==> src/design/nfha_pkg.sv <==
// Shared types and constants of the next-fit heap allocator.
// Used by the allocator, its sequencer and the tests; depends on nothing.
package nfha_pkg;

    // Heap geometry.
    localparam int HEAP_BYTES   = 4096;
    localparam int HEADER_BYTES = 9;
    localparam int ADDR_W       = 12;   // payload address, header store index
    localparam int OFF_W        = 13;   // header offsets, heap top, sizes
    localparam int SUM_W        = 14;   // offset plus size plus header
    localparam int MEM_W        = 14;   // payload size and used flag
    localparam int STEP_W       = 13;   // walk step count, reaches HEAP_BYTES
    localparam int UPC_W        = 5;    // microcode step counter

    // Stream beat widths.
    localparam int IN_DATA_W  = 32;
    localparam int OUT_DATA_W = 16;

    typedef logic [UPC_W-1:0] t_upc;

    typedef enum logic [1:0] {
        MODE_ALLOC   = 2'd0,
        MODE_FREE    = 2'd1,
        MODE_RESTART = 2'd2,
        MODE_UNUSED  = 2'd3
    } t_mode;

    typedef enum logic [1:0] {
        ST_OK   = 2'd0,
        ST_NULL = 2'd1,
        ST_FULL = 2'd2
    } t_status;

    // Datapath actions, one per microcode step.
    typedef enum logic [3:0] {
        OP_NONE,
        OP_LOAD,
        OP_RESTART,
        OP_RD_P,
        OP_STEP,
        OP_GROW,
        OP_SPLIT_WR,
        OP_TAKE,
        OP_RD_FREE,
        OP_CLR_FREE,
        OP_RES_OK,
        OP_RES_NULL,
        OP_RES_FULL
    } t_op;

    // Status from the datapath that the sequencer branches or waits on.
    typedef struct packed {
        logic in_valid;
        logic out_busy;
        logic is_alloc;
        logic is_free;
        logic is_unused;
        logic p_at_top;
        logic fit;
        logic walk_more;
        logic no_split;
        logic grow_fail;
        logic addr_null;
        logic addr_low;
    } t_flags;

    // Control from the sequencer to the datapath.
    typedef struct packed {
        t_op  op;
        logic in_ready;
    } t_ctl;

endpackage

==> src/design/nfha_seq.sv <==
// Microcode sequencer of the next-fit heap allocator: control store,
// step counter and branch logic. Depends on nfha_pkg.
module nfha_seq (
    input  logic             i_clk,
    input  logic             i_rst_n,
    input  nfha_pkg::t_flags i_flags,
    output nfha_pkg::t_ctl   o_ctl
);

    typedef enum logic [3:0] {
        C_NEVER,
        C_ALWAYS,
        C_IS_ALLOC,
        C_IS_FREE,
        C_IS_UNUSED,
        C_P_AT_TOP,
        C_FIT,
        C_WALK_MORE,
        C_NO_SPLIT,
        C_GROW_FAIL,
        C_ADDR_NULL,
        C_ADDR_LOW
    } t_cond;

    typedef enum logic [1:0] {
        W_NONE,
        W_IN,
        W_OUT
    } t_stall;

    typedef struct packed {
        nfha_pkg::t_op  op;
        t_stall         stall;
        t_cond          cond;
        nfha_pkg::t_upc target;
    } t_uword;

    // Entry points of the microprogram.
    localparam nfha_pkg::t_upc UA_IDLE   = 5'd0;
    localparam nfha_pkg::t_upc UA_RES_OK = 5'd5;
    localparam nfha_pkg::t_upc UA_WALK   = 5'd6;
    localparam nfha_pkg::t_upc UA_READ   = 5'd7;
    localparam nfha_pkg::t_upc UA_GROW   = 5'd11;
    localparam nfha_pkg::t_upc UA_FOUND  = 5'd13;
    localparam nfha_pkg::t_upc UA_TAKE   = 5'd15;
    localparam nfha_pkg::t_upc UA_FULL   = 5'd16;
    localparam nfha_pkg::t_upc UA_FREE   = 5'd17;
    localparam nfha_pkg::t_upc UA_NULL   = 5'd21;

    function automatic t_uword mk(nfha_pkg::t_op op, t_stall st, t_cond c,
                                  nfha_pkg::t_upc tgt);
        t_uword w;
        w.op     = op;
        w.stall  = st;
        w.cond   = c;
        w.target = tgt;
        return w;
    endfunction

    // Control store. A taken condition jumps to target, else the next step.
    function automatic t_uword ucode(nfha_pkg::t_upc a);
        t_uword w;
        case (a)
            // Wait for an input beat, latch it, then dispatch on mode.
            5'd0:  w = mk(nfha_pkg::OP_LOAD, W_IN, C_NEVER, UA_IDLE);
            5'd1:  w = mk(nfha_pkg::OP_NONE, W_NONE, C_IS_ALLOC, UA_WALK);
            5'd2:  w = mk(nfha_pkg::OP_NONE, W_NONE, C_IS_FREE, UA_FREE);
            5'd3:  w = mk(nfha_pkg::OP_NONE, W_NONE, C_IS_UNUSED, UA_RES_OK);
            5'd4:  w = mk(nfha_pkg::OP_RESTART, W_NONE, C_NEVER, UA_IDLE);
            5'd5:  w = mk(nfha_pkg::OP_RES_OK, W_OUT, C_ALWAYS, UA_IDLE);
            // Next-fit walk from the rover.
            5'd6:  w = mk(nfha_pkg::OP_NONE, W_NONE, C_P_AT_TOP, UA_GROW);
            5'd7:  w = mk(nfha_pkg::OP_RD_P, W_NONE, C_NEVER, UA_IDLE);
            5'd8:  w = mk(nfha_pkg::OP_NONE, W_NONE, C_FIT, UA_FOUND);
            5'd9:  w = mk(nfha_pkg::OP_STEP, W_NONE, C_NEVER, UA_IDLE);
            5'd10: w = mk(nfha_pkg::OP_NONE, W_NONE, C_WALK_MORE, UA_READ);
            // No free block fits: append one at the heap top or report full.
            5'd11: w = mk(nfha_pkg::OP_NONE, W_NONE, C_GROW_FAIL, UA_FULL);
            5'd12: w = mk(nfha_pkg::OP_GROW, W_OUT, C_ALWAYS, UA_IDLE);
            // A free block fits: split off the tail if it is big enough.
            5'd13: w = mk(nfha_pkg::OP_NONE, W_NONE, C_NO_SPLIT, UA_TAKE);
            5'd14: w = mk(nfha_pkg::OP_SPLIT_WR, W_NONE, C_NEVER, UA_IDLE);
            5'd15: w = mk(nfha_pkg::OP_TAKE, W_OUT, C_ALWAYS, UA_IDLE);
            5'd16: w = mk(nfha_pkg::OP_RES_FULL, W_OUT, C_ALWAYS, UA_IDLE);
            // Free: skip null and low addresses, read the header, clear its flag.
            5'd17: w = mk(nfha_pkg::OP_NONE, W_NONE, C_ADDR_NULL, UA_NULL);
            5'd18: w = mk(nfha_pkg::OP_NONE, W_NONE, C_ADDR_LOW, UA_RES_OK);
            5'd19: w = mk(nfha_pkg::OP_RD_FREE, W_NONE, C_NEVER, UA_IDLE);
            5'd20: w = mk(nfha_pkg::OP_CLR_FREE, W_NONE, C_ALWAYS, UA_RES_OK);
            5'd21: w = mk(nfha_pkg::OP_RES_NULL, W_OUT, C_ALWAYS, UA_IDLE);
            default: w = mk(nfha_pkg::OP_NONE, W_NONE, C_ALWAYS, UA_IDLE);
        endcase
        return w;
    endfunction

    nfha_pkg::t_upc r_upc;
    nfha_pkg::t_upc n_upc;
    t_uword         word;
    logic           stalled;
    logic           taken;

    assign word = ucode(r_upc);

    // A step holds while it waits for an input beat or a free output register.
    always_comb begin
        case (word.stall)
            W_IN:    stalled = !i_flags.in_valid;
            W_OUT:   stalled = i_flags.out_busy;
            default: stalled = 1'b0;
        endcase
    end

    // Branch condition select.
    always_comb begin
        case (word.cond)
            C_ALWAYS:    taken = 1'b1;
            C_IS_ALLOC:  taken = i_flags.is_alloc;
            C_IS_FREE:   taken = i_flags.is_free;
            C_IS_UNUSED: taken = i_flags.is_unused;
            C_P_AT_TOP:  taken = i_flags.p_at_top;
            C_FIT:       taken = i_flags.fit;
            C_WALK_MORE: taken = i_flags.walk_more;
            C_NO_SPLIT:  taken = i_flags.no_split;
            C_GROW_FAIL: taken = i_flags.grow_fail;
            C_ADDR_NULL: taken = i_flags.addr_null;
            C_ADDR_LOW:  taken = i_flags.addr_low;
            default:     taken = 1'b0;
        endcase
    end

    always_comb begin
        if (stalled) begin
            n_upc = r_upc;
        end else if (taken) begin
            n_upc = word.target;
        end else begin
            n_upc = r_upc + 5'd1;
        end
    end

    always_ff @(posedge i_clk) begin
        if (!i_rst_n) begin
            r_upc <= UA_IDLE;
        end else begin
            r_upc <= n_upc;
        end
    end

    // The datapath acts only on steps that are not held.
    assign o_ctl.op       = stalled ? nfha_pkg::OP_NONE : word.op;
    assign o_ctl.in_ready = (word.stall == W_IN);

endmodule

==> config.mk <==
export PLATFORM = sky130hd
export DESIGN_NAME = nfha_seq
export DESIGN_NICKNAME = d
export VERILOG_FILES = /design/src/design/nfha_pkg.sv /design/src/design/nfha_seq.sv
export SDC_FILE = /design/constraint.sdc
export NUM_CORES = 1
export LEC_CHECK = 0
export BUFFER_PORTS_ARGS = -buffer_cell sky130_fd_sc_hd__buf_2
export CAP_MARGIN = 20
export CELL_PAD_IN_SITES_DETAIL_PLACEMENT = 2
export CELL_PAD_IN_SITES_GLOBAL_PLACEMENT = 2
export CORE_AREA = 2 2 52 91
export DETAILED_ROUTE_END_ITERATION = 10
export DIE_AREA = 0 0 54 93
export PLACE_DENSITY = 0.69
export SYNTH_ARGS = -nofsm -noshare
export SYNTH_HDL_FRONTEND = slang
export SYNTH_SLANG_ARGS = --single-unit
==> constraint.sdc <==
create_clock -name i_clk -period 2.45 [get_ports i_clk]
set_input_delay 0.49 -clock i_clk [delete_from_list [all_inputs] [get_ports i_clk]]
set_output_delay 0.49 -clock i_clk [all_outputs]
set_load 0.005 [all_outputs]
==> key figures <==
Drt
  – Via Count: 1280
  – WL met1: 1770 um
  – Routed WL per cell: 19.3 um
  – Met2 WL post-DR: 2930 um
  – 1st-iter DRT viols: 9
  – Vias/cell: just over 5
  – Antenna viol nets, final: 0
  – Drt drc: 0
  – Router iterations before antenna repair: 4
  – Top Layer Used: met4
  – Routed Wire Length: 4870 um
  – WL met3: 28 um

Finish
  – Most frequent cells in the layout: buf_4 (41), buf_2 (18), dfxtp_1 (18)
  – Final Non-Filler Cells: 252
  – Layout cells sized above 1: 53.7%
  – # nets final: 225
  – Layout area overhead: 51.4%
  – Most common cell after layout, fill and taps aside: buf_4
  – Antenna Cells: 0

Power
  – Peak supply drop: around 0.00076 V
  – P per Cell Area: 1300 nW/um^2
  – Total Power: 2.54 mW
  – P_leak: 0.873 nW

STA
  – Final clock skew: approximately 0.0050 ns
  – Post-layout min period: 2.52 ns
  – Finish-stage setup viols: 6
  – Final hold vios: 0
  – Tightest Pin Transition: 0.279 ns
  – TNS Setup: -0.262 ns
  – Worst Setup Slack, final: -0.0728 ns
  – Final slew viol count: 0
  – FMAX: approximately 400 MHz
  – Slew HR: 81.4%
  – RSZ-0062 raised after global routing: yes
  – Ratio of final minimum period to clock period: 103%

Place
  – Final Wtd Congestion: 0.882
  – Port bufs: 18
  – Hpwl dp: between 3000 and 4000 um
  – Placed Cells: 239

Worst hold path
  – Hold Path Depth: 4
  – Worst hold-check path type: primary input to register
  – WHS Endpoint: r_upc[3]
  – Min-delay src: i_rst_n

Global route
  – Largest net degree at the start of global routing: 12
  – Gr ovfl total: 0
  – All-layer global routing usage: 19.8%
  – First-pass GRT wire length: 7220 um
  – Number of global-route vias before repair: 1484
  – Initial antenna violation count: 0

Synthesis
  – Seq/Total Area, Yosys: 31.0%
  – Ys flop type: dfxtp_1
  – Yosys warnings: 0
  – Synth unique cells: 45
  – Post-synth ARST share: 0%
  – Mapped Cells: ~140
  – Yosys reg bits: 20
  – Mapped Nets: 163
  – Synthesized area: 1290 um^2
  – Post-synth EDFFs: 0
  – Syn_area_per_cell: 9.15 um^2

Clock network
  – CTS max path bufs: 2
  – Root buffer cell: clkbuf_8
  – Clk Latency, worst-skew pair: 0.25 ns
  – CTS hold repair buffers: 0
  – Clock-pin slew on the worst setup and hold paths: 0.07 ns
  – CTS H-tree depth: 1
  – Clk sinks: 20
  – TritonCTS clock tree: done
  – TritonCTS buffer count: 3

Die
  – Initial core utilization: around 30%
  – I/O Pins: 19
  – Core area: roughly 4300 um^2
  – Die ar.: 5020 um^2
  – Row cnt: 32
  – Die Width: 54 um
  – Die Y: 93 um

Critical path
  – Top cell by count, worst path: mux2i_1
  – Crit path kind: register to register
  – Reg-to-reg endpoint: word[5]
  – Crit path launch type: register
  – Slowest CP cell: or4b_4
  – Max stage delay on crit path: around 0.50 ns
  – CP top delay family: simple AND/OR/NAND/NOR gates
  – Worst EP arrival: 2.66 ns
  – Critical path, cell by cell: mux2i_1, or4b_4, nand4_4, mux2i_1, a21o_2, inv_4, ha_4, mux2i_1, a22oi_2, o22a_1
  – Critical Path RT: 2.59 ns
  – Reg2reg start: word[6]
  – Buf/Inv on CP: 1
  – CP endpoint kind: register
  – Depth of the most critical reg-to-reg path: 10
  – R2R Setup Slk: -0.07 ns
  – CP Launch Point: word[6]
  – Crit path max fanout: 8

Run
  – # Max-Cap Violations: 0

Outcome
  – Failing checks: setup timing
  – Status: finished with violations
## layer usage
| layer | up-vias | GRT usage [%] |
|---|---|---|
| li1 | 624 | - |
| met1 | 637 | 19.6 |
| met2 | 13 | 38.7 |
| met3 | 6 | 0.799 |
| met4 | 0 | 9.58 |
| met5 | - | 0 |
## where the power goes
part	internal, mW	leakage, nW	switching, mW
Sequential	0.448	0.165	0.0760
Clock	0.109	0.0216	0.0997
Combinational	0.890	0.686	0.920
Total	1.45	0.873	1.10
## cell type report
| class | count | area [um^2] |
|---|---|---|
| clock buffer | 3 | 41.3 |
| fill | 475 | 2370 |
| inverter | 12 | 55.1 |
| multi-input combinational | 106 | 970 |
| sequential | 20 | 405 |
| tap | 51 | 63.8 |
| timing repair buffer | 60 | 418 |
## how the worst max path moves through the flow
stage,to,slack [ns],cells after the start
global route,word[0],-0.18,10
CTS,word[11],-0.03,11
detailed placement,word[2],-0.29,10
global placement,word[4],-0.24,11
finish,word[5],-0.07,10
floorplan,word[11],-0.01,10
## stage by stage
step,hold WS [ns],cell area [um^2],util (%),worst slack (ns)
finish,0.795,1950,45.2,-0.0728
global route,0.811,1950,45.2,-0.178
floorplan,0.633,1320,-,-0.0128
detailed placement,0.774,1700,39.4,-0.286
CTS,0.804,1820,42.1,-0.0256
global placement,0.747,1700,39.4,-0.237
## worst reg2reg max path, stage by stage, from the launching register on
cell and delay [ns]:
dfxtp_4 0.36, mux2i_1 0.13, or4b_4 0.50, nand4_4 0.17
mux2i_1 0.22, a21o_2 0.26, inv_4 0.07, ha_4 0.19
mux2i_1 0.21, a22oi_2 0.09, o22a_1 0.20
## state kept, by name, summed over array words and instances, names as in the netlist
register	count
r_upc	5
word	15
## cells in the mapped netlist (2+ instances only)
master | instances | area share [%]
inv_1 | 9 | 2.6
o21a_1 | 2 | 1.2
o21ai_4 | 2 | 2.5
o211ai_1 | 3 | 1.7
nor2_1 | 10 | 2.9
a21oi_1 | 10 | 3.9
nand2b_1 | 2 | 0.97
nor2b_1 | 2 | 0.97
and2_1 | 7 | 3.4
inv_4 | 2 | 0.97
mux2i_1 | 9 | 7.0
a21o_1 | 2 | 1.2
ha_1 | 8 | 7.8
nand2_1 | 10 | 2.9
mux2_2 | 2 | 1.7
or3_1 | 2 | 0.97
a22o_1 | 2 | 1.4
dfxtp_1 | 20 | 31
nand3_1 | 6 | 2.3
a21o_2 | 2 | 1.4
a22oi_1 | 5 | 2.9
## repair_timing
item | in CTS | in global routing
gates resized for setup | 10 | 18
setup endpoints to repair | 12 | 15
buffers inserted | 4 | 6
pin swaps | 7 | 8
## cells by family (layout without fill, tap and decap cells)
logic type	count (synthesis)	after routing	share of synthesized area, %
adder cells (fa/ha/maj)	8	8	7.76
buffers and inverters	15	75	5.43
flip-flops	20	20	31.0
XOR/XNOR	2	2	1.94
AND/OR/NAND/NOR	46	46	21.0
AO/OA/AOI/OAI	38	38	22.4
multiplexers	12	12	10.5
No activity file was read; power rests on OpenSTA's default activity.
